===== config.mk =====
export PLATFORM = sky130hd
export DESIGN_NAME = bsb_ram
export DESIGN_NICKNAME = d
export VERILOG_FILES = /design/src/sv/bsb_ram.sv
export SDC_FILE = /design/constraint.sdc
export NUM_CORES = 1
export LEC_CHECK = 0
export BUFFER_PORTS_ARGS = -buffer_cell sky130_fd_sc_hd__buf_2
export CORE_AREA = 2 2 70 138
export CTS_CLUSTER_SIZE = 10
export DETAILED_ROUTE_END_ITERATION = 6
export DIE_AREA = 0 0 72 140
export PLACE_DENSITY = 0.85
export SLEW_MARGIN = 15
export SYNTH_ARGS = -nofsm -noshare
export SYNTH_HDL_FRONTEND = slang
export SYNTH_SLANG_ARGS = --single-unit

===== constraint.sdc =====
create_clock -name clk -period 2.75 [get_ports clk]
set_clock_uncertainty 0.15 [all_clocks]
set_input_delay 0.4125 -clock clk [delete_from_list [all_inputs] [get_ports clk]]
set_output_delay 0.4125 -clock clk [all_outputs]
set_load 0.02 [all_outputs]

===== src/sv/bsb_ram.sv =====
`timescale 1ns / 1ps
`default_nettype none

module bsb_ram #(
    parameter int WIDTH = 8,
    parameter int DEPTH = 16,
    parameter int AW    = (DEPTH > 1) ? $clog2(DEPTH) : 1
) (
    input  wire logic             clk,
    input  wire logic             we,
    input  wire logic [AW-1:0]    waddr,
    input  wire logic [WIDTH-1:0] wdata,
    input  wire logic             re,
    input  wire logic [AW-1:0]    raddr,
    output logic      [WIDTH-1:0] rdata
);

    logic [WIDTH-1:0] mem [DEPTH];

    // A read of the address being written returns the old contents.
    always_ff @(posedge clk)
    begin
        if (we)
        begin
            mem[waddr] <= wdata;
        end
        if (re)
        begin
            rdata <= mem[raddr];
        end
    end

endmodule

`default_nettype wire


---- After elaboration in Yosys (flattened, before gate mapping) ----
Memories as Yosys holds them, arrays and structs flattened. A register that Yosys moved wholly into a read port is not among the register bits.
Cells that the tools add are included.
W data, S select, Z words.
cells by class
  multiplexer cells ....................... 2
operators by type and width
  kind     number
  $mux W1  2
word-level totals
  word-level logic and storage cells ...... 3
  register bits ........................... 0
  memories kept ........................... 1
  bits in writable memories ............... 128
  input bits .............................. 19
  output and inout bits ................... 8
memories
  memory  words  bits a word  rd ports  clocked after Yosys merged registers in  write ports  RTL line  RTL
  mem     16     8            1         1                                        1            18        logic [WIDTH-1:0] mem [DEPTH];

---- Logic depth before layout (Yosys ltp) ----
  word-level depth ........................ 2
  gate-level depth with buffers ........... 5
  depth with buffers taken out ............ 3

---- Worst setup path after synthesis ----
No wires, ideal clock.
  path kind ............................... input -> register
  from .................................... in waddr[2]
  to ...................................... mem mem[0][0], enable pin
  library setup time ...................... 0.383 ns
  setup slack ............................. 0.695 ns
  arrival time ............................ 1.522 ns
  stages .................................. 2
  path buffers ............................ 0
  required time ........................... 2.217 ns
  path through ............................ or3b_2 nor3_1
RTL lines
  what             RTL line  RTL
  start, declared  11        input wire logic [AW-1:0] waddr,
  end, declared    18
No word-level cell before the write port.

==> out/qor.json <==
{
  "critical_path": {
    "critical_path_arrival_ns": 1.93,
    "end_kind": "register",
    "r2r.worst_path.cells": 3,
    "reg2reg_to": "rdata[4]$_DFFE_PP_",
    "timing.setup.critical_path_class": "in2reg",
    "worst_r2r_startpoint": "mem[9][4]$_DFFE_PP_",
    "crit_required_ns": 2.75,
    "reg2reg_slack_ns": 1.07,
    "worst_setup_path_start_kind": "input pin",
    "crit_path_max_fanout": 15
  },
  "clocking": {
    "clk_pin_slew_ns": 0.05,
    "cts.repair_timing.setup_buffer_count": 0,
    "cts_inserted_buffers": 17,
    "clock_path_buffers": 2,
    "clk_latency_ns": 0.42,
    "cts_resized": 0,
    "htree_num_levels": 4,
    "clock_tree_from_tritoncts": "yes",
    "cts_hold_repair.buffers": 0,
    "cts_root_buf": "sky130_fd_sc_hd__clkbuf_16",
    "clock-sinks": 136
  },
  "die": {
    "num_io_pins": 27,
    "core.rowCount": 49,
    "die_width_um": 72,
    "start_util_pct": 58.0,
    "die_area_sq_mm": 0.0101,
    "die_height_um": 140,
    "placeableCoreArea_sq_mm": 0.00901
  },
  "synthesis": {
    "post-synth-top-area-cell": "sky130_fd_sc_hd__edfxtp_1",
    "synth_nets": 248,
    "netlist_top_cells_area": "sky130_fd_sc_hd__edfxtp_1 78%, sky130_fd_sc_hd__mux4_2 7.8%, sky130_fd_sc_hd__mux4_1 7.0%",
    "synthTopCellsByCount": "136 x sky130_fd_sc_hd__edfxtp_1, 18 x sky130_fd_sc_hd__mux4_2, 16 x sky130_fd_sc_hd__a22oi_1",
    "syn-cell-area_sq_mm": 0.00523,
    "dominantRegCellSynth": "sky130_fd_sc_hd__edfxtp_1",
    "synth_seq_cells": 136,
    "seq_area_frac_synth_pct": 78.1,
    "avgSynthCellArea_sq_um": 22.8,
    "synth.most_common_cell": "sky130_fd_sc_hd__edfxtp_1",
    "ys_types": 18,
    "synth_async_sr_flop_share_pct": 0,
    "synth_top_area_share_pct": 78.1,
    "postSynthCellCount": 229,
    "synth_enable_flop_cells": 136,
    "yosys_synthesis_warning_count": 0
  },
  "layout": {
    "regArea_sq_mm": 0.00408,
    "fillerInstances": 559,
    "layout-area-overhead-vs-synth_pct": 16.6,
    "final_cell_area_sq_mm": 0.00609,
    "drive_above_1_share_pct": 29.8,
    "fin_nets": 301,
    "multi_input_area_sq_mm": 0.00106,
    "antenna_cells": 0
  },
  "global_route": {
    "gr-total-overflow": 0,
    "grt_pass1_vias": 2711,
    "grt_start_max_net_pins": 18,
    "initial_antenna_violation_count": 0,
    "global_route_usage_over_all_layers_pct": 22.6,
    "grt_first_pass_wirelength_um": 15500
  },
  "drt": {
    "detail_route.wl_per_cell_um": 25.9,
    "drt-vias-per-instance": 6.39,
    "totalWireLength_um": 10300,
    "final_antenna_net_count": 0,
    "drc": 0,
    "drt_first_pass_iters": 7,
    "via_count": 2536,
    "drtIter0Drc": 246
  },
  "timing": {
    "unrepaired_setup_endpoints_after_global_routing": "false",
    "sum_neg_setup_slack_ns": 0,
    "final.min_clock_period_ns": 1.93,
    "max_slew_margin_pct": 48.0,
    "hold_violations": 0,
    "finalSetupViolCount": 0,
    "worst_pin_slew_ns": 0.777,
    "drv_slew": 0,
    "clock.fmax_mhz": 517,
    "post-route-period-util_pct": 70.4
  },
  "placed_design": {
    "place_hpwl_um": 6630,
    "post_dp_cell_area_sq_mm": 0.00555,
    "io_buffers": 26,
    "gpl_wtd_cong": 0.752
  },
  "hold_path": {
    "worst_hold_path.endpoint": "rdata[1]$_DFFE_PP_",
    "holdPathStages": 1,
    "min_path_type": "in2reg",
    "hold_start": "re"
  },
  "pwr": {
    "power_mw": 4.64,
    "vdd.ir_drop.worst_mv": 0.671,
    "static-leakage-power_nw": 2.07,
    "power-per-cell-area_mw_per_mm2": 762
  },
  "status": {
    "outcome": "finished, final reports clean"
  },
  "flow_run": {
    "max-cap-violations": 0
  }
}
==> cell families (layout without fill, tap and decap cells) <==
family / after synthesis / count (layout) / share of synthesized area (%)
flops: 136 / 136 / 78.1
simple gates: 35 / 35 / 3.14
compound gates: 16 / 16 / 2.30
mux: 32 / 32 / 14.8
buf+inv: 10 / 76 / 1.65
==> worst max-delay path: stages <==
cell and delay (ns):
sky130_fd_sc_hd__buf_2 0.39, sky130_fd_sc_hd__buf_12 0.23, sky130_fd_sc_hd__mux4_1 0.61, sky130_fd_sc_hd__a22oi_1 0.19
sky130_fd_sc_hd__nand2_1 0.09
==> report_power, final <==
| group | total (mW) | internal [mW] | switching [mW] | leakage [nW] |
|---|---|---|---|---|
| Combinational | 0.221 | 0.0897 | 0.131 | 0.572 |
| Sequential | 2.35 | 2.34 | 0.0122 | 1.24 |
| Clock | 2.07 | 1.31 | 0.760 | 0.263 |
| Total | 4.64 | 3.74 | 0.904 | 2.07 |
==> worst max-delay path by stage <==
stage	end	slack (ns)	startpoint	depth (start not counted)
2_1_floorplan	mem[0][0]$_DFFE_PP_	0.69	waddr[2]	2
3_3_place_gp	rdata[3]$_DFFE_PP_	0.44	raddr[0]	5
3_5_place_dp	rdata[1]$_DFFE_PP_	0.38	raddr[0]	5
4_1_cts	rdata[3]$_DFFE_PP_	0.78	raddr[0]	5
5_1_grt	rdata[3]$_DFFE_PP_	0.69	raddr[0]	5
6_report	rdata[3]$_DFFE_PP_	0.82	raddr[0]	5
==> registers in the layout (all words and copies together), names as in the netlist <==
| register | count |
|---|---|
| mem | 128 |
| rdata | 8 |
==> metrics by stage <==
| step | hold slack [ns] | utilization, % | instances | setup WS (ns) |
|---|---|---|---|---|
| 2_1_floorplan | 0.361 | - | 229 | 0.695 |
| 3_3_place_gp | 0.574 | 61.5 | 365 | 0.443 |
| 3_5_place_dp | 0.589 | 61.5 | 365 | 0.382 |
| 4_1_cts | 0.209 | 67.6 | 397 | 0.780 |
| 5_1_grt | 0.207 | 67.6 | 397 | 0.693 |
| 6_report | 0.205 | 67.6 | 397 | 0.815 |
==> layer usage <==
layer | share of wire, % | global-route usage, % | wire (um)
met1 | 35 | 26.6 | 3630
met2 | 54 | 37.5 | 5560
met3 | 6.6 | 5.90 | 678
met4 | 4.2 | 12.1 | 429
met5 | 0 | 0 | 0
==> placed cells by master (no fill, tap or decap) <==
| cell | n |
|---|---|
| sky130_fd_sc_hd__and2b_1 | 1 |
| sky130_fd_sc_hd__a22oi_1 | 16 |
| sky130_fd_sc_hd__or3b_2 | 1 |
| sky130_fd_sc_hd__edfxtp_1 | 136 |
| sky130_fd_sc_hd__clkinv_1 | 3 |
| sky130_fd_sc_hd__clkinv_2 | 4 |
| sky130_fd_sc_hd__and2_1 | 1 |
| sky130_fd_sc_hd__mux4_2 | 18 |
| sky130_fd_sc_hd__nand2b_1 | 2 |
| sky130_fd_sc_hd__nor2b_1 | 1 |
| sky130_fd_sc_hd__nand3_1 | 1 |
| sky130_fd_sc_hd__buf_4 | 17 |
| sky130_fd_sc_hd__mux4_1 | 14 |
| sky130_fd_sc_hd__bufinv_16 | 2 |
| sky130_fd_sc_hd__clkbuf_16 | 17 |
| sky130_fd_sc_hd__nand2_1 | 9 |
| sky130_fd_sc_hd__nand3b_1 | 2 |
| sky130_fd_sc_hd__clkbuf_1 | 4 |
| sky130_fd_sc_hd__buf_2 | 26 |
| sky130_fd_sc_hd__clkinvlp_4 | 2 |
| sky130_fd_sc_hd__buf_12 | 1 |
| sky130_fd_sc_hd__nor3_1 | 4 |
| sky130_fd_sc_hd__nor2_1 | 13 |
==> area by class of cell <==
cell class	instances	share of cell area [%]
repair buffers	44	4.56
clock buffers	21	7.23
multi-input cells	83	17.4
clock inverters	11	1.75
flip-flops and latches	136	67.0
well taps	102	2.09
No activity file was read; power rests on OpenSTA's default activity.
