<file path="config.mk">
export PLATFORM = sky130hd
export DESIGN_NAME = bsb_out_fifo
export DESIGN_NICKNAME = d
export VERILOG_FILES = /design/src/sv/bsb_pkg.sv /design/src/sv/bsb_out_fifo.sv
export SDC_FILE = /design/constraint.sdc
export NUM_CORES = 1
export LEC_CHECK = 0
export ABC_AREA = 1
export BUFFER_PORTS_ARGS = -buffer_cell sky130_fd_sc_hd__buf_2
export CORE_MARGIN = 2
export CORE_UTILIZATION = 56
export CTS_CLUSTER_DIAMETER = 60
export DETAILED_ROUTE_END_ITERATION = 6
export PLACE_DENSITY_LB_ADDON = 0.05
export SETUP_SLACK_MARGIN = 0.02
export SLEW_MARGIN = 25
export SYNTH_ARGS = -nofsm -noshare
export SYNTH_HDL_FRONTEND = slang
export SYNTH_SLANG_ARGS = --single-unit
export TNS_END_PERCENT = 50
</file>
<file path="constraint.sdc">
create_clock -name clk -period 1.6 [get_ports clk]
set_input_delay 0.16 -clock clk [delete_from_list [all_inputs] [get_ports clk]]
set_output_delay 0.16 -clock clk [all_outputs]
set_load 0.02 [all_outputs]
</file>
<file path="src/sv/bsb_pkg.sv">
`timescale 1ns / 1ps
`default_nettype none

package bsb_pkg;

    // Request codes carried in the cmd field.
    typedef enum logic [1:0] {
        CMD_START = 2'd0,
        CMD_DATA  = 2'd1,
        CMD_READ  = 2'd2,
        CMD_NONE  = 2'd3
    } cmd_t;

    // Blit modes.
    typedef enum logic [1:0] {
        MODE_COPY  = 2'd0,
        MODE_XOR   = 2'd1,
        MODE_ERASE = 2'd2,
        MODE_CLEAR = 2'd3
    } mode_t;

    // Operation held in the modify stage.
    typedef enum logic [1:0] {
        OP_START = 2'd0,
        OP_DATA  = 2'd1,
        OP_READ  = 2'd2
    } op_t;

    // Result kinds.
    localparam logic KIND_READ = 1'b0;
    localparam logic KIND_DONE = 1'b1;

    // Result queue depth and the width of its fill count.
    localparam int OUTQ_DEPTH = 4;
    localparam int OUTQ_CW    = $clog2(OUTQ_DEPTH + 1);

    // Control word handed from the issue stage to the modify stage.
    typedef struct packed {
        logic       valid;
        op_t        op;
        mode_t      mode;
        logic       wr;        // data byte lands inside the memory
        logic       done;      // this request finishes the blit
        logic       rd_ok;     // read address lies inside the memory
        logic       fwd_hit;   // memory data is stale, use fwd_data
        logic [7:0] fwd_data;
        logic [7:0] src;
    } stage_t;

    // One result word.
    typedef struct packed {
        logic       kind;
        logic [7:0] value;
    } result_t;

endpackage

`default_nettype wire

</file>
<file path="src/sv/bsb_out_fifo.sv">
`timescale 1ns / 1ps
`default_nettype none

module bsb_out_fifo (
    input  wire logic                          clk,
    input  wire logic                          rst_n,
    input  wire logic                          push,
    input  wire bsb_pkg::result_t              push_data,
    input  wire logic                          pop,
    output logic                               head_valid,
    output bsb_pkg::result_t                   head_data,
    output logic [bsb_pkg::OUTQ_CW-1:0]        count
);

    import bsb_pkg::*;

    localparam int PW = $clog2(OUTQ_DEPTH);

    result_t          entries_reg [OUTQ_DEPTH];
    logic [PW-1:0]    wr_ptr_reg, wr_ptr_next;
    logic [PW-1:0]    rd_ptr_reg, rd_ptr_next;
    logic [OUTQ_CW-1:0] count_reg, count_next;

    always_comb
    begin
        wr_ptr_next = push ? wr_ptr_reg + PW'(1) : wr_ptr_reg;
        rd_ptr_next = pop ? rd_ptr_reg + PW'(1) : rd_ptr_reg;
        count_next  = count_reg + OUTQ_CW'(push) - OUTQ_CW'(pop);
    end

    always_ff @(posedge clk or negedge rst_n)
    begin
        if (!rst_n)
        begin
            wr_ptr_reg <= '0;
            rd_ptr_reg <= '0;
            count_reg  <= '0;
        end
        else
        begin
            wr_ptr_reg <= wr_ptr_next;
            rd_ptr_reg <= rd_ptr_next;
            count_reg  <= count_next;
        end
    end

    always_ff @(posedge clk)
    begin
        if (push)
        begin
            entries_reg[wr_ptr_reg] <= push_data;
        end
    end

    assign head_valid = (count_reg != '0);
    assign head_data  = entries_reg[rd_ptr_reg];
    assign count      = count_reg;

endmodule

`default_nettype wire

</file>
Yosys cells after proc, flatten, opt, wreduce, memory -nomap -nowiden. Memories as Yosys holds them, arrays and structs flattened. Index checks and enable logic that the tools add are counted.

Memories kept: 1. Memory bits (writable): 36. Word-level logic and storage cells: 11. Flip-flop bits (word level): 7.

Memories: entries_reg (depth 4, bits a word 9, rd ports 1, clocked after memory_dff 0, wr ports 1, RTL line bsb_out_fifo.sv:19) `result_t entries_reg [OUTQ_DEPTH];`.

Reduce and logical (&&, ||, !) cells: 1. Muxes and demuxes: 2. $add $sub $neg: 4.

Operator list (count): adder 2 x 1 -> 2 bit (second input constant) (2); adder 3 x 1 -> 3 bit (1); nonzero test 3 bit (1); subtractor 3 x 1 -> 3 bit (1); two-way mux 1 bit (2).

Logic depth before layout (Yosys ltp).
Word-level depth: 2. Gate-level depth with buffers: 7. Mapped depth without buffers: 7.

Worst setup path before layout. No wires, ideal clock.

Path kind: flip-flop to flip-flop. Start point: reg count_reg[0], in the netlist count[0]. End point: reg count_reg[2], in the netlist count[2]. Cell stages (with the launch flop): 8. Period minus slack after synthesis: 1.613 ns. Setup time: 0.065 ns. Slack: -0.013 ns. Data arrival time: 1.548 ns. Cells stage by stage: dfrtp_1 inv_1 ha_1 inv_1 ha_1 fa_1 nand3b_1 nand2_1.

Cells in the longest elaborated chain, start to end: 2.

RTL lines: start, declared (RTL line bsb_out_fifo.sv:22) `logic [OUTQ_CW-1:0] count_reg, count_next;`; start signal, assigned (RTL line bsb_out_fifo.sv:43) `count_reg <= count_next;`; adder 3 x 1 -> 3 bit (RTL line bsb_out_fifo.sv:28) `count_next = count_reg + OUTQ_CW'(push) - OUTQ_CW'(pop);`; subtractor 3 x 1 -> 3 bit (RTL line bsb_out_fifo.sv:28); named net count_next[2] (RTL line bsb_out_fifo.sv:22).

The timed path passes the listed nets, and every way through them passes these cells. A chain may end at the register's enable or synchronous reset.

Final worst setup path. Ends and elaborated chain as after synthesis.

==> flow_summary.json <==
{
  "avgSynthCellArea_um2": 10.38,
  "io_buffers": 25,
  "yosysMostFrequentCell": "nand2_1",
  "synth-warning-count": 0,
  "cp.arrival_ns": 1.84,
  "synth_top_area_share": 0.5629,
  "grt_pass1_vias": 1262,
  "die_w_um": 62.57,
  "critPathCaptureType": "register",
  "grt_max_degree": 19,
  "largest_reg_flops": 36,
  "fin_nets": 244,
  "rsz0062_at_grt": "yes",
  "htree_levels": 2,
  "r2r_slack_ns": 0.06,
  "grt_pass1_wl_um": 5740,
  "wl_per_cell_um": 13.51,
  "areaGrowthSynthToFinish_pct": 22.08,
  "ys_async_sr_fraction": 0.1628,
  "io_pins": 26,
  "syn_nets": 205,
  "track_usage": 0.1981,
  "cts_inserted_buffers": 5,
  "cts-root-buf": "clkbuf_4",
  "hp-class": "input pin to register",
  "final_cell_area_um2": 2345,
  "postSynthCellCount": 185,
  "cts.sinks": 43,
  "path_cells": "inv_2 -> ha_4 -> inv_2 -> ha_2 -> fa_2 -> nand3b_1 -> nand2_1",
  "viasPerCell": 4.661,
  "path_max_fanout": 2,
  "drcViolationCount": 0,
  "synth_flop_cell": "edfxtp_1",
  "num_rows": 21,
  "setup_viol": 0,
  "crit_slowest_cell": "dfrtp_2",
  "r2r-start": "count[0]",
  "cts_tree": "built",
  "yosysTopAreaCell": "edfxtp_1",
  "fin_tns_setup_ns": 0,
  "gp_congestion": 0.6737,
  "synth_common_cells": "nand2_1 (56), inv_1 (47), edfxtp_1 (36)",
  "post_cts_buffers": 0,
  "fmax_mhz": 650.9,
  "final-max-slew-violation-count": 0,
  "worstSetupEndpoint": "count[2]",
  "r2r_cells": 7,
  "drtPass1Iterations": 5,
  "cpMostUsedCell": "inv_2",
  "ys_ff_latch": 43,
  "ant_nets": 0,
  "clkTransAtPathRegs_ns": 0.13,
  "initial_core_util": 0.5801,
  "vias": 1263,
  "wl_um": 3662,
  "tightestPinTransition_ns": 0.1968,
  "ys_seq_area_frac": 0.6541,
  "cp-start-kind": "register",
  "nFillCells": 253,
  "crit_start": "count[0]",
  "hold_viol": 0,
  "drive_gt1_frac": 0.2178,
  "final_cell_count_no_fill": 271,
  "relSlewSlack": 0.8687,
  "slowest_delay_ns": 0.38,
  "pwr_density_cell_nw_per_um2": 1846,
  "cts_buffer_depth": 2,
  "period_share": 0.9602,
  "power_leakage_nw": 1.144,
  "synth_cell_types": 15,
  "synthTopCellsByArea": "edfxtp_1 (56%), nand2_1 (11%), inv_1 (9.2%), dfrtp_1 (9.1%), nand3_1 (5.2%)",
  "hpwl_um": 2388,
  "die_y_um": 62.57,
  "syn_area_um2": 1921,
  "ir_drop_mv": 1.223,
  "status": "complete, no violations",
  "skew_ns": 0.009835,
  "grt_overflow": 0,
  "clk_latency_ns": 0.35,
  "drt_iter0_drc": 67,
  "core_um2": 3311,
  "min_period_ns": 1.536,
  "critical_path_class": "register to register",
  "grt_antenna_before_repair": 0,
  "synth_edf_count": 36,
  "cap_violations": 0,
  "r2r-end": "count[2]",
  "n_antenna_cell": 0,
  "dpl.cell_count": 258,
  "die_area_um2": 3914,
  "placed_cell_area_um2": 2146,
  "worstPathRequired_ns": 1.91
}
## cells by family (layout without fill, tap and decap cells)
logic type / after synthesis / after routing / share of synthesized area
buf+inv: 54 / 94 / 0.1147
fa+ha+maj: 7 / 7 / 0.04951
simple gates: 77 / 77 / 0.1655
xor+xnor: 3 / 3 / 0.01368
flops: 43 / 43 / 0.6541
compound gates: 1 / 1 / 0.002603
## cell type report
| type | count | area, um^2 | share of cell area |
|---|---|---|---|
| Inverter | 49 | 191.4 | 0.08164 |
| Timing Repair Buffer | 37 | 272.8 | 0.1163 |
| Clock inverter | 2 | 60.06 | 0.02561 |
| Tap cell | 46 | 57.56 | 0.02455 |
| Sequential cell | 43 | 1260 | 0.5374 |
| Multi-Input combinational cell | 88 | 461.7 | 0.1969 |
| Clock buffer | 6 | 41.29 | 0.01761 |
## stage by stage
step	util	total power (W)	setup slack, ns	hold WS [ns]
2_1_floorplan	-	0.002787	0.03620	-0.1356
3_3_place_gp	0.6481	0.003286	0.1146	-0.0004708
3_5_place_dp	0.6481	0.003370	0.04669	0.007746
4_1_cts	0.6856	0.004196	0.01141	0.0004151
5_1_grt	0.7082	0.004628	0.002417	0.003240
6_report	0.7082	0.004329	0.06368	0.01740
## per-layer routing
| metal | part of all wire | GRT usage | wire length (um) |
|---|---|---|---|
| met1 | 0.38 | 0.2079 | 1398 |
| met2 | 0.57 | 0.3696 | 2089 |
| met3 | 0.034 | 0.05766 | 125 |
| met4 | 0.013 | 0.07778 | 49 |
| met5 | 0 | 0 | 0 |
## placed cells by master (no fill, tap or decap), drive strengths merged, types with 2 or more instances in the layout
| cell | instances |
|---|---|
| dfrtp | 7 |
| xor2 | 3 |
| ha | 6 |
| dlygate4sd3 | 5 |
| bufinv | 2 |
| buf | 32 |
| edfxtp | 36 |
| inv | 49 |
| nand2 | 56 |
| clkbuf | 6 |
| nand3 | 20 |
## worst min-delay path by stage
stage | from | to | slack [ns] | cells past startpoint
floorplan | rst_n | count[0] | -0.14 | 0
global placement | rst_n | count[2] | -0.0005 | 1
detailed placement | rst_n | count[1] | 0.008 | 1
CTS | push_data[8] | entries_reg[2][8] | 0.0004 | 1
global route | push_data[4] | entries_reg[0][4] | 0.003 | 1
finish | push_data[4] | entries_reg[0][4] | 0.02 | 1
## power by group
part / internal [W] / total, W / switching [W]
registers: 0.00150 / 0.00167 / 0.000168
logic: 0.000706 / 0.00183 / 0.00113
clock network: 0.000488 / 0.000823 / 0.000335
## worst max-delay path: cells and delay by family, from the launching register on
family / cells / cell delay (ns)
and+or+nand+nor: 2 / 0.24
adders and majority gates: 3 / 0.80
DFF: 1 / 0.38
buffers and inverters: 2 / 0.08
## repair_timing
item | 4_1_cts | 5_1_grt
gates resized for setup | 1 | 16
pin swaps | 0 | 3
hold buffers | 2 | 3
endpoints found under the hold margin | 8 | 9
endpoints found under the setup margin | 4 | 10
(Power assumes the default switching activity.)
