## src/sv/bsb_pkg.sv

```systemverilog
`timescale 1ns / 1ps
`default_nettype none

package bsb_pkg;

    // Request codes carried in the cmd field.
    typedef enum logic [1:0] {
        CMD_START = 2'd0,
        CMD_DATA  = 2'd1,
        CMD_READ  = 2'd2,
        CMD_NONE  = 2'd3
    } cmd_t;

    // Blit modes.
    typedef enum logic [1:0] {
        MODE_COPY  = 2'd0,
        MODE_XOR   = 2'd1,
        MODE_ERASE = 2'd2,
        MODE_CLEAR = 2'd3
    } mode_t;

    // Operation held in the modify stage.
    typedef enum logic [1:0] {
        OP_START = 2'd0,
        OP_DATA  = 2'd1,
        OP_READ  = 2'd2
    } op_t;

    // Result kinds.
    localparam logic KIND_READ = 1'b0;
    localparam logic KIND_DONE = 1'b1;

    // Result queue depth and the width of its fill count.
    localparam int OUTQ_DEPTH = 4;
    localparam int OUTQ_CW    = $clog2(OUTQ_DEPTH + 1);

    // Control word handed from the issue stage to the modify stage.
    typedef struct packed {
        logic       valid;
        op_t        op;
        mode_t      mode;
        logic       wr;        // data byte lands inside the memory
        logic       done;      // this request finishes the blit
        logic       rd_ok;     // read address lies inside the memory
        logic       fwd_hit;   // memory data is stale, use fwd_data
        logic [7:0] fwd_data;
        logic [7:0] src;
    } stage_t;

    // One result word.
    typedef struct packed {
        logic       kind;
        logic [7:0] value;
    } result_t;

endpackage

`default_nettype wire

```

## src/sv/bsb_modify.sv

```systemverilog
`timescale 1ns / 1ps
`default_nettype none

module bsb_modify #(
    parameter int COLUMNS          = 224,
    parameter int BYTES_PER_COLUMN = 32,
    parameter int MEM_DEPTH        = COLUMNS * BYTES_PER_COLUMN,
    parameter int MEM_AW           = (MEM_DEPTH > 1) ? $clog2(MEM_DEPTH) : 1
) (
    input  wire logic              clk,
    input  wire logic              rst_n,
    input  wire bsb_pkg::stage_t   stage,
    input  wire logic [MEM_AW-1:0] stage_addr,
    input  wire logic [7:0]        rdata,
    output logic                   ram_we,
    output logic      [MEM_AW-1:0] ram_waddr,
    output logic      [7:0]        ram_wdata,
    output logic                   clearing,
    output logic                   push,
    output bsb_pkg::result_t       push_data
);

    import bsb_pkg::*;

    logic              clearing_reg, clearing_next;
    logic [MEM_AW-1:0] clr_cnt_reg, clr_cnt_next;
    logic [7:0]        accum_reg, accum_next;

    logic [7:0] cur;
    logic [7:0] res;
    logic       data_wr;
    logic [7:0] done_value;

    always_comb
    begin
        cur     = stage.fwd_hit ? stage.fwd_data : rdata;
        data_wr = stage.valid && (stage.op == OP_DATA) && stage.wr;

        case (stage.mode)
            MODE_COPY:  res = stage.src;
            MODE_XOR:   res = cur ^ stage.src;
            MODE_ERASE: res = cur & ~stage.src;
            default:    res = 8'd0;
        endcase

        accum_next = accum_reg;
        if (stage.valid && (stage.op == OP_START))
        begin
            accum_next = 8'd0;
        end
        else if (data_wr && (stage.mode == MODE_XOR))
        begin
            accum_next = accum_reg | res;
        end
        done_value = (stage.mode == MODE_XOR) ? accum_next : 8'd0;

        // Reset sweep: one entry zeroed per cycle.
        clearing_next = clearing_reg;
        clr_cnt_next  = clr_cnt_reg;
        if (clearing_reg)
        begin
            clr_cnt_next = clr_cnt_reg + MEM_AW'(1);
            if (clr_cnt_reg == MEM_AW'(MEM_DEPTH - 1))
            begin
                clearing_next = 1'b0;
            end
        end

        ram_we    = clearing_reg || data_wr;
        ram_waddr = clearing_reg ? clr_cnt_reg : stage_addr;
        ram_wdata = clearing_reg ? 8'd0 : res;

        push = stage.valid && ((stage.op == OP_READ) || stage.done);
        if (stage.op == OP_READ)
        begin
            push_data.kind  = KIND_READ;
            push_data.value = stage.rd_ok ? cur : 8'd0;
        end
        else
        begin
            push_data.kind  = KIND_DONE;
            push_data.value = done_value;
        end
    end

    always_ff @(posedge clk or negedge rst_n)
    begin
        if (!rst_n)
        begin
            clearing_reg <= 1'b1;
            clr_cnt_reg  <= '0;
            accum_reg    <= '0;
        end
        else
        begin
            clearing_reg <= clearing_next;
            clr_cnt_reg  <= clr_cnt_next;
            accum_reg    <= accum_next;
        end
    end

    assign clearing = clearing_reg;

endmodule

`default_nettype wire

```

## config.mk

```make
export PLATFORM = sky130hd
export DESIGN_NAME = bsb_modify
export DESIGN_NICKNAME = d
export VERILOG_FILES = /design/src/sv/bsb_pkg.sv /design/src/sv/bsb_modify.sv
export SDC_FILE = /design/constraint.sdc
export NUM_CORES = 1
export LEC_CHECK = 0
export ABC_CLOCK_PERIOD_IN_PS = 3700
export BUFFER_PORTS_ARGS = -buffer_cell sky130_fd_sc_hd__buf_2
export CAP_MARGIN = 20
export CORE_AREA = 3 3 87 89
export DETAILED_ROUTE_END_ITERATION = 7
export DIE_AREA = 0 0 90 92
export GPL_TIMING_DRIVEN = 0
export SLEW_MARGIN = 5
export SYNTH_ARGS = -nofsm -noshare
export SYNTH_HDL_FRONTEND = slang
export SYNTH_SLANG_ARGS = --single-unit
```

## constraint.sdc

```tcl
create_clock -name clk -period 3.7 [get_ports clk]
set_clock_uncertainty 0.05 [all_clocks]
set_input_delay 0.555 -clock clk [delete_from_list [all_inputs] [get_ports clk]]
set_output_delay 0.555 -clock clk [all_outputs]
set_load 0.01 [all_outputs]
```

# --- Word-level counts from Yosys, hierarchy flattened ---
# Cells that the tools add are included.
word_totals:
  ff_bits: 22
  elab_cells: 33
op_classes:
  n_addsub: 1
  eq_ne: 5
  mux: 11
  n_bitwise: 4
  n_reduce_logical: 9
ops:
  columns: ["op", "count"]
  rows:
  - ["$mux W8", 6]
  - ["$pmux W8 S3", 1]
  - ["$add A13 B1 Y13 const B", 1]
  - ["$eq A13 B13 Y1 const B", 1]
  - ["$mux W13", 1]
  - ["$mux W9", 1]
  - ["$and A8 B8 Y8", 1]
  - ["$not A8 Y8", 1]
  - ["$or A8 B8 Y8", 1]
  - ["$xor A8 B8 Y8", 1]
  - ["$logic_and A1 B1 Y1", 5]
  - ["$eq A2 B1 Y1 const B", 2]
  - ["$eq A2 B2 Y1 const B", 2]
  - ["$logic_not A2 Y1", 2]
  - ["$logic_or A1 B1 Y1", 2]
  - ["$mux W1", 2]

# --- Longest topological paths before layout ---
logic_depth:
  word_depth: 8
  mapped_depth: 7
  mapped_depth_nobuf: 6

# --- Worst setup path after synthesis ---
# No wires, ideal clock.
synth_timing:
  path_kind: "in2out"
  from: "input port stage[16] (netlist bit)"
  to: "output port push_data[5] (netlist bit)"
  t_arrival_ps: 1772
  t_required_ps: 3095
  setup_slack_ps: 1323
  cell_stages: 7
  cell_sequence: "buf_2 mux2i_1 inv_1 ha_1 nor2_1 a31oi_1 o22ai_1"
synth_rtl:
  columns: ["element", "line", "source"]
  rows:
  - ["start, declared", "bsb_modify.sv:12", "input wire bsb_pkg::stage_t stage,"]
  - ["end, declared", "bsb_modify.sv:20", "output bsb_pkg::result_t push_data"]

==> summary.txt <==
Global route
  – Global-route track usage on met3: under 10%
  – Congestion Overflow GR: 0
  – Vias in the first global route: about 1500
  – Largest net degree at the start of global routing: 23
  – First-pass GRT wire length: 7.40 mm
  – Total Routing Usage GR: 10.7%
  – GR Layer Usage met1: 14.2%
  – Met2 GRT Util: 17.4%
  – Antenna violations before repair: 0
  – Busiest layer in global routing: met2

Power and ir drop
  – Leakage: 1.26 nW
  – Power per cell area: roughly 270 mW/mm^2
  – Peak supply drop: 0.189 mV

Final layout
  – Final core occ: between 30% and 40%
  – Max reg flops: 13
  – Area delta synth->final: 34.1%
  – Non-filler cells, final: between 300 and 400
  – Fillers: 738
  – Antenna Cells: 0
  – Final #Nets: around 320
  – Layout cells sized above 1: about 43%

Timing
  – Min Tclk post-route: around 2600 ps
  – Rel. slew slack: around 38%
  – TNS Setup: 0 ps
  – Final setup violation count: 0
  – Final hold violation count: 0
  – RSZ-0062 raised after global routing: no
  – Fin crit share: a little under three quarters
  – Maximum clock frequency: approximately 380 MHz
  – Worst slew pin tran: between 900 and 1000 ps
  – Setup ws final: between 1000 and 1500 ps
  – Max Slew Vio Count: 0

Routing
  – Drt total wl: ~4.4 mm
  – Via count: between 1500 and 2000
  – DR pass1 iterations: 6
  – Detail Route Antenna Nets: 0
  – Routed WL per cell: 12.4 microns
  – DR iter-0 viols: 37
  – Via/cell ratio: 4.45
  – DRC: 0

Clock network
  – Hold Buf Count CTS: 0
  – Htree depth: 1
  – CTS tree: done
  – Post-CTS setup buffer count: 0
  – Skew-Pair Late Insertion Delay: around 260 ps
  – Root buffer cell: clkbuf_8
  – Total CTS buffers: 3
  – Reg clk slew, reported paths: about 80 ps
  – Longest Clk Path Bufs: 2
  – Clock Sinks: 22
  – Resize count post-CTS: 0

Die
  – Die Span X: ~90 microns
  – Die ar.: around 0.0083 sq mm
  – Initial core utilization: approximately a quarter
  – Io pins: 81
  – Rows: 30
  – Core ar.: slightly below 0.007 sq mm
  – DIE HEIGHT: 92 microns

Place
  – DP HPWL: approximately 3.7 mm
  – Gpl congestion: roughly 0.74
  – Place WS: around 1100 ps
  – Placed cells: roughly 350
  – PortBufs: between 70 and 80

Critical path
  – CP endpoint: push_data[4]
  – Critical Path RT: just over 3000 ps
  – R2r startpoint: clearing
  – Worst R2R Path Depth: 4
  – CP Launch Point: stage[16]
  – Crit-path max FO: 8
  – Setup crit end kind: output port
  – Setup CP Type: in -> out
  – R2r setup slk: between 2000 and 2500 ps
  – Critical Path AT: just over 2000 ps
  – Type of origin of the critical path: input pin
  – Reg2reg end: clr_cnt_reg[12]

Synth
  – Syn avg cell area: 9.39 sq um
  – Synth cell types: 32
  – Synth Warn #: 0
  – Synth Register Bits: 22
  – Seq/Total Area, Yosys: 32.6%
  – Post-synthesis cell area: roughly 0.0017 sq mm
  – Gate Count Post-Synth: 180
  – Syn Nets: 237

Status
  – Outcome: finished clean

Flow run
  – Number of max-cap violations: 0

Min path
  – Min-Delay Path Class: in -> async
## cell usage after synthesis
library cell	instances	area share [%]
nor2b_1	1	0.37
o31a_2	1	0.59
xor2_1	8	4.1
xnor2_1	4	2.1
nor2_1	28	6.2
o22ai_1	8	3.0
buf_2	8	2.4
nand4_1	2	0.74
o21bai_4	1	1.1
ha_1	9	6.7
nor3_1	3	0.89
nor4_4	1	1.3
o22a_1	8	4.1
or2_2	1	0.37
nand2b_1	1	0.37
nand3_2	1	0.59
a31oi_1	8	3.0
dfrtp_1	21	31
clkbuf_1	1	0.22
inv_1	18	4.0
dfstp_2	1	1.6
nand2_1	6	1.3
nor4_2	1	0.74
and4b_1	1	0.59
and2_1	1	0.37
nor3b_1	1	0.44
mux2_2	14	9.3
o21a_1	1	0.44
nand4_4	1	1.3
buf_4	1	0.44
nand3_1	3	0.89
mux2i_1	16	9.5
## worst max-delay path, cell delays in order
cell and delay (ps):
buf_2 240, mux2i_1 290, inv_1 70, ha_1 290, nor2_1 110, a31oi_1 110, o22ai_1 190, buf_2 170
## power breakdown
group          leakage [nW]  internal [mW]  switching [mW]  total [mW]
Combinational         0.926         0.0704          0.0760       0.146
Sequential            0.302          0.245         0.00151       0.247
Clock                0.0357          0.144          0.0786       0.223
## logic make-up after synthesis
| group | count (synthesis) | share of synthesized area (%) |
|---|---|---|
| and+or+nand+nor | 52 | 16.4 |
| DFF | 22 | 32.6 |
| adders and majority gates | 9 | 6.66 |
| AOI/OAI and AO/OA | 27 | 12.2 |
| muxes | 30 | 18.8 |
| xor gates and xnor gates | 12 | 6.22 |
| buffers and inverters | 28 | 7.03 |
## per-stage QoR
stage / power, mW / hold slack [ps] / cell area [sq um]
floorplan: 0.336 / 209 / 1690
global placement: 0.397 / 418 / 2200
detailed placement: 0.400 / 424 / 2200
CTS: 0.628 / 213 / 2270
global route: 0.652 / 236 / 2270
finish: 0.616 / 195 / 2270
## metal layers
metal / routed length, microns / vias to the layer above
li1: - / 793
met1: 2090 / 753
met2: 2060 / 39
met3: 241 / 5
met4: 40 / 0
met5: 0 / -
## worst min-delay path by stage
stage	startpoint	end	slack, ps	cells past startpoint
after global routing	rst_n	clr_cnt_reg[7]	240	1
after floorplan	rst_n	accum_reg[0]	210	0
after global placement	accum_reg[6]	accum_reg[6]	420	2
after CTS	rst_n	clr_cnt_reg[8]	210	1
after detailed placement	accum_reg[3]	accum_reg[3]	420	2
final	rst_n	clr_cnt_reg[8]	190	1
## cell type report
class / instances / area, sq um / area share, %
buffer: 10 / 51.3 / 2.26
clock buffer: 3 / 41.3 / 1.82
clock inverter: 1 / 30.0 / 1.32
inverter: 18 / 67.6 / 2.98
multi-input combinational: 130 / 1020 / 45.0
sequential: 22 / 552 / 24.3
tap: 96 / 120 / 5.30
timing repair buffer: 77 / 385 / 17.0
## placed cells by master (no fill, tap or decap)
master,synthesis,final
buf_2,8,85
nor2_1,28,28
dfrtp_1,21,21
inv_1,18,18
mux2i_1,16,16
mux2_2,14,14
ha_1,9,9
a31oi_1,8,8
o22ai_1,8,8
o22a_1,8,8
xor2_1,8,8
nand2_1,6,6
xnor2_1,4,4
nand3_1,3,3
nor3_1,3,3
clkbuf_8,0,3
nand4_1,2,2
nor3b_1,1,1
clkbuf_1,1,1
and4b_1,1,1
buf_4,1,1
nor2b_1,1,1
nand2b_1,1,1
o21bai_4,1,1
or2_2,1,1
o21a_1,1,1
nand4_4,1,1
and2_1,1,1
o31a_2,1,1
nor4_2,1,1
nand3_2,1,1
nor4_4,1,1
dfstp_2,1,1
bufinv_16,0,1
Note: power is estimated with default switching activity, not from simulation.
