File: src/sv/bsb_pkg.sv
`timescale 1ns / 1ps
`default_nettype none

package bsb_pkg;

    // Request codes carried in the cmd field.
    typedef enum logic [1:0] {
        CMD_START = 2'd0,
        CMD_DATA  = 2'd1,
        CMD_READ  = 2'd2,
        CMD_NONE  = 2'd3
    } cmd_t;

    // Blit modes.
    typedef enum logic [1:0] {
        MODE_COPY  = 2'd0,
        MODE_XOR   = 2'd1,
        MODE_ERASE = 2'd2,
        MODE_CLEAR = 2'd3
    } mode_t;

    // Operation held in the modify stage.
    typedef enum logic [1:0] {
        OP_START = 2'd0,
        OP_DATA  = 2'd1,
        OP_READ  = 2'd2
    } op_t;

    // Result kinds.
    localparam logic KIND_READ = 1'b0;
    localparam logic KIND_DONE = 1'b1;

    // Result queue depth and the width of its fill count.
    localparam int OUTQ_DEPTH = 4;
    localparam int OUTQ_CW    = $clog2(OUTQ_DEPTH + 1);

    // Control word handed from the issue stage to the modify stage.
    typedef struct packed {
        logic       valid;
        op_t        op;
        mode_t      mode;
        logic       wr;        // data byte lands inside the memory
        logic       done;      // this request finishes the blit
        logic       rd_ok;     // read address lies inside the memory
        logic       fwd_hit;   // memory data is stale, use fwd_data
        logic [7:0] fwd_data;
        logic [7:0] src;
    } stage_t;

    // One result word.
    typedef struct packed {
        logic       kind;
        logic [7:0] value;
    } result_t;

endpackage

`default_nettype wire

File: src/sv/bsb_issue.sv
`timescale 1ns / 1ps
`default_nettype none

module bsb_issue #(
    parameter int COLUMNS          = 224,
    parameter int BYTES_PER_COLUMN = 32,
    parameter int MEM_DEPTH        = COLUMNS * BYTES_PER_COLUMN,
    parameter int MEM_AW           = (MEM_DEPTH > 1) ? $clog2(MEM_DEPTH) : 1
) (
    input  wire logic                clk,
    input  wire logic                rst_n,
    input  wire logic                accept,
    input  wire logic [1:0]          cmd,
    input  wire logic [1:0]          blit_mode,
    input  wire logic [7:0]          column,
    input  wire logic [4:0]          byte_row,
    input  wire logic [5:0]          width_bytes,
    input  wire logic [7:0]          height_cols,
    input  wire logic [7:0]          data_byte,
    input  wire logic [12:0]         read_addr,
    input  wire logic                mod_we,
    input  wire logic [MEM_AW-1:0]   mod_waddr,
    input  wire logic [7:0]          mod_wdata,
    output logic                     rd_en,
    output logic      [MEM_AW-1:0]   rd_addr,
    output bsb_pkg::stage_t          stage,
    output logic      [MEM_AW-1:0]   stage_addr
);

    import bsb_pkg::*;

    // Room for the largest origin plus a full run of columns and bytes.
    localparam int CALC_W = $clog2(512 * BYTES_PER_COLUMN + 128);

    mode_t             mode_reg, mode_next;
    logic [CALC_W-1:0] row_base_reg, row_base_next;
    logic [5:0]        width_reg, width_next;
    logic [7:0]        height_reg, height_next;
    logic [5:0]        bc_reg, bc_next;
    logic [7:0]        cc_reg, cc_next;
    logic              active_reg, active_next;
    stage_t            stage_reg, stage_next;
    logic [MEM_AW-1:0] stage_addr_reg, stage_addr_next;

    logic [CALC_W-1:0] start_base;
    logic [CALC_W-1:0] data_addr;
    logic [31:0]       data_addr_ext;
    logic [31:0]       read_addr_ext;
    logic              data_in_range;
    logic              read_in_range;
    logic [6:0]        bc_inc;
    logic [8:0]        cc_inc;
    logic              col_wrap;
    logic              last_byte;

    always_comb
    begin
        start_base    = CALC_W'(column) * CALC_W'(BYTES_PER_COLUMN) + CALC_W'(byte_row);
        data_addr     = row_base_reg + CALC_W'(bc_reg);
        data_addr_ext = 32'(data_addr);
        read_addr_ext = 32'(read_addr);
        data_in_range = data_addr_ext < 32'(MEM_DEPTH);
        read_in_range = read_addr_ext < 32'(MEM_DEPTH);
        bc_inc        = 7'(bc_reg) + 7'd1;
        cc_inc        = 9'(cc_reg) + 9'd1;
        col_wrap      = bc_inc >= 7'(width_reg);
        last_byte     = col_wrap && (cc_inc >= 9'(height_reg));
    end

    always_comb
    begin
        mode_next       = mode_reg;
        row_base_next   = row_base_reg;
        width_next      = width_reg;
        height_next     = height_reg;
        bc_next         = bc_reg;
        cc_next         = cc_reg;
        active_next     = active_reg;
        stage_next      = '0;
        stage_addr_next = stage_addr_reg;
        rd_en           = 1'b0;
        rd_addr         = MEM_AW'(data_addr_ext);

        if (accept)
        begin
            case (cmd_t'(cmd))
                CMD_START:
                begin
                    mode_next        = mode_t'(blit_mode);
                    row_base_next    = start_base;
                    width_next       = width_bytes;
                    height_next      = height_cols;
                    bc_next          = '0;
                    cc_next          = '0;
                    active_next      = (width_bytes != 6'd0) && (height_cols != 8'd0);
                    stage_next.valid = 1'b1;
                    stage_next.op    = OP_START;
                    stage_next.mode  = mode_t'(blit_mode);
                    stage_next.done  = (width_bytes == 6'd0) || (height_cols == 8'd0);
                end
                CMD_DATA:
                begin
                    if (active_reg)
                    begin
                        rd_en            = data_in_range;
                        rd_addr          = MEM_AW'(data_addr_ext);
                        stage_next.valid = 1'b1;
                        stage_next.op    = OP_DATA;
                        stage_next.mode  = mode_reg;
                        stage_next.wr    = data_in_range;
                        stage_next.done  = last_byte;
                        stage_next.src   = data_byte;
                        stage_addr_next  = MEM_AW'(data_addr_ext);
                        if (col_wrap)
                        begin
                            bc_next       = '0;
                            cc_next       = cc_inc[7:0];
                            row_base_next = row_base_reg + CALC_W'(BYTES_PER_COLUMN);
                        end
                        else
                        begin
                            bc_next = bc_inc[5:0];
                        end
                        if (last_byte)
                        begin
                            active_next = 1'b0;
                        end
                    end
                end
                CMD_READ:
                begin
                    rd_en            = read_in_range;
                    rd_addr          = MEM_AW'(read_addr_ext);
                    stage_next.valid = 1'b1;
                    stage_next.op    = OP_READ;
                    stage_next.rd_ok = read_in_range;
                end
                default:
                begin
                end
            endcase
        end

        // The write leaving the modify stage this cycle is not yet visible
        // to a read of the same address.
        stage_next.fwd_hit  = rd_en && mod_we && (mod_waddr == rd_addr);
        stage_next.fwd_data = mod_wdata;
    end

    always_ff @(posedge clk or negedge rst_n)
    begin
        if (!rst_n)
        begin
            mode_reg     <= MODE_COPY;
            row_base_reg <= '0;
            width_reg    <= 6'd1;
            height_reg   <= 8'd1;
            bc_reg       <= '0;
            cc_reg       <= '0;
            active_reg   <= 1'b0;
            stage_reg    <= '0;
        end
        else
        begin
            mode_reg     <= mode_next;
            row_base_reg <= row_base_next;
            width_reg    <= width_next;
            height_reg   <= height_next;
            bc_reg       <= bc_next;
            cc_reg       <= cc_next;
            active_reg   <= active_next;
            stage_reg    <= stage_next;
        end
    end

    always_ff @(posedge clk)
    begin
        stage_addr_reg <= stage_addr_next;
    end

    assign stage      = stage_reg;
    assign stage_addr = stage_addr_reg;

endmodule

`default_nettype wire

File: config.mk
export PLATFORM = sky130hd
export DESIGN_NAME = bsb_issue
export DESIGN_NICKNAME = d
export VERILOG_FILES = /design/src/sv/bsb_pkg.sv /design/src/sv/bsb_issue.sv
export SDC_FILE = /design/constraint.sdc
export NUM_CORES = 1
export LEC_CHECK = 0
export ABC_AREA = 1
export BUFFER_PORTS_ARGS = -buffer_cell sky130_fd_sc_hd__buf_2
export CORE_ASPECT_RATIO = 1.2
export CORE_MARGIN = 4
export CORE_UTILIZATION = 49
export CTS_CLUSTER_DIAMETER = 60
export DETAILED_ROUTE_END_ITERATION = 12
export GPL_ROUTABILITY_DRIVEN = 0
export GPL_TIMING_DRIVEN = 0
export MAX_ROUTING_LAYER = met4
export PLACE_DENSITY = 0.77
export SYNTH_ARGS = -nofsm -noshare
export SYNTH_HDL_FRONTEND = slang
export SYNTH_SLANG_ARGS = --single-unit
File: constraint.sdc
create_clock -name clk -period 2.6 [get_ports clk]
set_clock_uncertainty 0.15 [all_clocks]
set_input_delay 0.78 -clock clk [delete_from_list [all_inputs] [get_ports clk]]
set_output_delay 0.78 -clock clk [all_outputs]
set_load 0.02 [all_outputs]
Yosys cells after proc, flatten, opt, wreduce, memory -nomap -nowiden
Cells that the tools add are included.
W data, S select, Z words.
Word-level totals
  register bits: 84
  logic and storage cells: 74
Cells by class
  $add $sub $neg: 5
  $lt $le $gt $ge: 4
  equal/unequal tests: 5
  muxes and demuxes: 27
  reduce and logical (&&, ||, !) cells: 16
Operators by type and width (count)
  $mux W8: 6
  $mux W15: 2
  $pmux W15 S2: 1
  $mux W13: 2
  $pmux W8 S2: 1
  $add A15 B6 Y15: 1
  $add A15 B6 Y15 const B: 1
  $lt A15 B13 Y1 const B: 1
  $add A13 B5 Y14: 1
  $eq A13 B13 Y1: 1
  $lt A13 B13 Y1 const B: 1
  $mux W6: 2
  $pmux W6 S2: 1
  $add A8 B1 Y9 const B: 1
  $ge A9 B8 Y1: 1
  $pmux W3 S3: 1
  $logic_not A8 Y1: 1
  $reduce_bool A8 Y1: 1
  $add A6 B1 Y7 const B: 1
  $ge A7 B6 Y1: 1
  $mux W7: 1
  $logic_not A6 Y1: 1
  $mux W1: 6
  $pmux W1 S2: 3
  12 further kinds: 18

Logic depth before layout (Yosys ltp)
  depth in word-level cells: 7
  mapped depth: 18

Least setup slack after synthesis
No wires, ideal clock.
  path kind: in2out
  start point: input cmd[0]
  end point: output rd_addr[4]
  arrival: 2037 ps
  setup slack: -367 ps
  stages on the path: 6
  path buffers: 2
  path through: inv_1 -> ha_1 -> nand2_2 -> buf_4 -> buf_2 -> o21ai_0
Between the ends
  word-level cells in the longest chain between the ends: 3
Ends and longest elaborated chain
  start: declaration: line bsb_issue.sv:13  | input wire logic [1:0] cmd,
  $eq A2 B2 Y1: line bsb_issue.sv:86  | case (cmd_t'(cmd))
  $mux W13
  $mux W13: line bsb_issue.sv:84  | if (accept)
  end: declaration: line bsb_issue.sv:25  | output logic [MEM_AW-1:0] rd_addr,
No other way between the ends.

Final worst setup path
  start point: register bc_reg[0]
  end point: register stage_addr_reg[10] (netlist: stage_addr[10]), data pin
Between the ends
  word-level cells in the longest chain between the ends: 1
Ends and longest elaborated chain
  start: declaration: line bsb_issue.sv:39  | logic [5:0] bc_reg, bc_next;
  start signal: assignment: line bsb_issue.sv:169  | bc_reg <= bc_next;
  $add A15 B6 Y15: line bsb_issue.sv:59  | data_addr = row_base_reg + CALC_W'(bc_reg);
  net data_addr[10]: line bsb_issue.sv:46  | logic [CALC_W-1:0] data_addr;
  end signal: assignment: line bsb_issue.sv:178  | stage_addr_reg <= stage_addr_next;
  end: declaration: line bsb_issue.sv:43  | logic [MEM_AW-1:0] stage_addr_reg, stage_addr_next;
The timed path passes the listed nets, and every way through them passes these cells.
A chain may end at the register's enable or synchronous reset.

==> key figures <==
Power
  – Pwr Density: 596 nW/µm²
  – Lkg Pwr: 4.17 nW
  – VDD IR max: 0.398 mV

Floorplan
  – Full die area: 12100 µm²
  – Die extent in x: 101 µm
  – IO Pins: 129
  – Die height: 120 µm
  – Rows: 40
  – Initial Util: 0.506
  – Core area: 10100 µm²

Finish
  – Area growth syn-to-layout: 49.1%
  – Most common library cell in the layout ignoring fill and taps: nand2_1
  – N_diodes: 0
  – Filler instances: 636
  – Layout net count: 1006
  – Post-Layout Cell Count: 1030
  – Largest register FFs: 25
  – Most frequent cells in the layout: nand2_1, buf_2, inv_1, buf_4, dfrtp_1
  – Share of cells above drive strength 1: 0.414

Setup path
  – Crit-path slowest cell: dfrtp_2
  – Max Fanout on Critical Path: 4
  – Crit path required time: 2550 ps
  – WP data arrival: 3330 ps
  – Worst setup SP type: flip-flop
  – Cells along the critical path: ha_4 -> fa_2 -> nand3_4 -> nand2_4 -> nand2_4 -> nand2_4 -> nand3_2 -> nand2_2 -> buf_6 -> buf_4 -> buf_4 -> buf_4 -> buf_4 -> buf_4 -> buf_4 -> buf_4 -> buf_4 -> buf_4 -> buf_4 -> buf_4
  – CP Capture Type: flip-flop
  – Max stage delay on crit path: 430 ps
  – WP buf/inv: 12
  – CP top delay family: buffers and inverters
  – Crit-path most repeated cell: buf_4
  – WS Path Type: reg2reg

Synth
  – Syn avg cell area: 7.57 µm²
  – Cells after synthesis: 675
  – FF+latch count, synth: 84
  – YS warnings: 0
  – Synthesized area: 5110 µm²
  – Syn Nets: 782
  – Sequential fraction of the synthesis area: 0.424
  – Yosys cell types: 45

STA
  – Final setup fails: 51
  – Clock period minus worst slack: 3380 ps
  – Hold Fails Final Rpt: 0
  – RSZ-0062 raised after global routing: true
  – Slew HR: 0.176
  – Worst-Margin Slew: 1230 ps
  – Setup ws final: -780 ps
  – Slew Limit Fails: 0
  – Worst hold slack: 337 ps
  – Tcrit/Tclk final: 1.30
  – F_max: 0.296 GHz

Clocking
  – CTS Buffer Depth: 2
  – CTS root buf: clkbuf_16
  – Clk slew on worst S/H paths: 60 ps
  – Later-pin clock latency in the skew report: 350 ps
  – CTS tree: done
  – Clock Sinks: 84
  – CTS Buf Count: 9
  – H-tree depth: 3

Place
  – Port Buffer Count: 127
  – Placed cell count: 928
  – Half-perimeter wire length after placement: 9.80 mm

Global route
  – Largest net degree at the start of global routing: 72
  – First-pass GRT wire length: 24.7 mm
  – Initial antenna violation count: 0
  – GRT overflow: 0
  – Total GRT Usage: 0.262
  – Vias in the first global route: 5435

Routing
  – Metal3 WL: 1.22 mm
  – Vias/cell: 5.58
  – Initial DRC count: 457
  – Metal1 wirelength: 6.21 mm
  – Routed Antenna Nets: 0
  – DR pass1 iterations: 9
  – Top sig layer: met4
  – Met2 wire length: 8.97 mm
  – DR WL/cell: 17.1 µm
  – Drt drc: 0
  – Total Wirelength: 17.6 mm
  – Via Count: 5745

Job
  – Maximum capacitance violations: 0

Status
  – Violated checks: negative setup slack
  – Status: finished with violations

Worst hold path
  – Hold Path Class: reg2reg
-- cells in the mapped netlist (all sizes together) --
cell    instances  area (µm²)
edfxtp         13         390
a22o            1        8.76
xnor2           1        8.76
a31oi           1        6.26
fa              1        20.0
nand3          81         405
mux2i           1        10.0
nand3b          5        37.5
mux2            2        22.5
nand2         209         820
or2             6        37.5
inv           101         384
or3             1        6.26
nor4            1        6.26
and3            1        6.26
ha             29         363
a21o            1        7.51
nor3            2        10.0
a211oi          1        7.51
clkbuf          9        36.3
dfstp           2        52.6
o22ai           3        18.8
o31ai           1        7.51
buf             7        51.3
nand4          11        75.1
o211ai          3        22.5
dfrtp          69        1730
and2            1        6.26
a21oi          19        98.9
o21ai          30         154
xor2           12         105
nor2           50         200
-- worst min-delay path, stage by stage (launching register included) --
cell and delay, ps:
dfrtp_1 340, nand2_1 50, o21ai_0 60
-- final timing paths --
check | start | end | slack (ps) | cells past startpoint
max | bc_reg[0]$_DFFE_PN0P_ | stage_addr[10]$_DFFE_PP_ | -780 | 20
min | height_reg[6]$_DFFE_PN0P_ | height_reg[6]$_DFFE_PN0P_ | 340 | 2
max reg2reg | bc_reg[0]$_DFFE_PN0P_ | stage_addr[10]$_DFFE_PP_ | -780 | 20
min reg2reg | height_reg[6]$_DFFE_PN0P_ | height_reg[6]$_DFFE_PN0P_ | 340 | 2
max in group asynchronous | rst_n | row_base_reg[5]$_DFFE_PN0P_ | 1240 | 1
min in group asynchronous | rst_n | stage[3]$_DFF_PN0_ | 410 | 1
-- per-layer routing --
layer  up-vias  global-route usage
met5         -                   -
met4         0               0.136
met3       109              0.0419
met2       340               0.468
met1      2690               0.273
li1       2606                   -
-- cells by family after synthesis --
| family | after synthesis | synth area share |
|---|---|---|
| muxes | 3 | 0.00636 |
| DFF | 84 | 0.424 |
| xor gates and xnor gates | 13 | 0.0223 |
| buffers and inverters | 117 | 0.0923 |
| AOI/OAI and AO/OA | 60 | 0.0649 |
| and+or+nand+nor | 368 | 0.315 |
| adders and majority gates | 30 | 0.0749 |
-- cell type report --
cell class                 instances  area, µm²  share of cell area
inverter                         101        393              0.0515
clock buffer                      10        239              0.0314
clock inverter                     6       43.8             0.00575
multi-input combinational        474       3080               0.403
buffer                            16        114              0.0149
sequential                        84       2180               0.285
timing repair buffer             213       1420               0.187
tap                              126        158              0.0207
-- per-stage QoR --
stage / TNS (ps) / power (W) / utilization / setup slack, ps / cell area (µm²)
3_5_place_dp: -14090 / 0.00268 / 0.594 / -634 / 6000
2_1_floorplan: -133 / 0.00234 / - / -133 / 5210
6_report: -9230 / 0.00454 / 0.754 / -780 / 7620
5_1_grt: -13330 / 0.00477 / 0.754 / -838 / 7620
4_1_cts: -8110 / 0.00432 / 0.724 / -676 / 7310
3_3_place_gp: -10650 / 0.00264 / 0.594 / -620 / 6000
-- report_power, final --
part / switching [W] / leakage [nW] / internal [W]
sequential: 0.000107 / 1.02 / 0.00149
clock: 0.000547 / 0.144 / 0.000681
combinational: 0.000955 / 3.01 / 0.000765
total: 0.00161 / 4.17 / 0.00293
-- timing repair --
item	CTS	global route
hold buffers	0	0
gates resized for setup	117	59
setup buffers	73	15
pin swaps	33	19
setup endpoints to repair	39	55
cloned	3	0
Power figures use the tool's default switching activity.
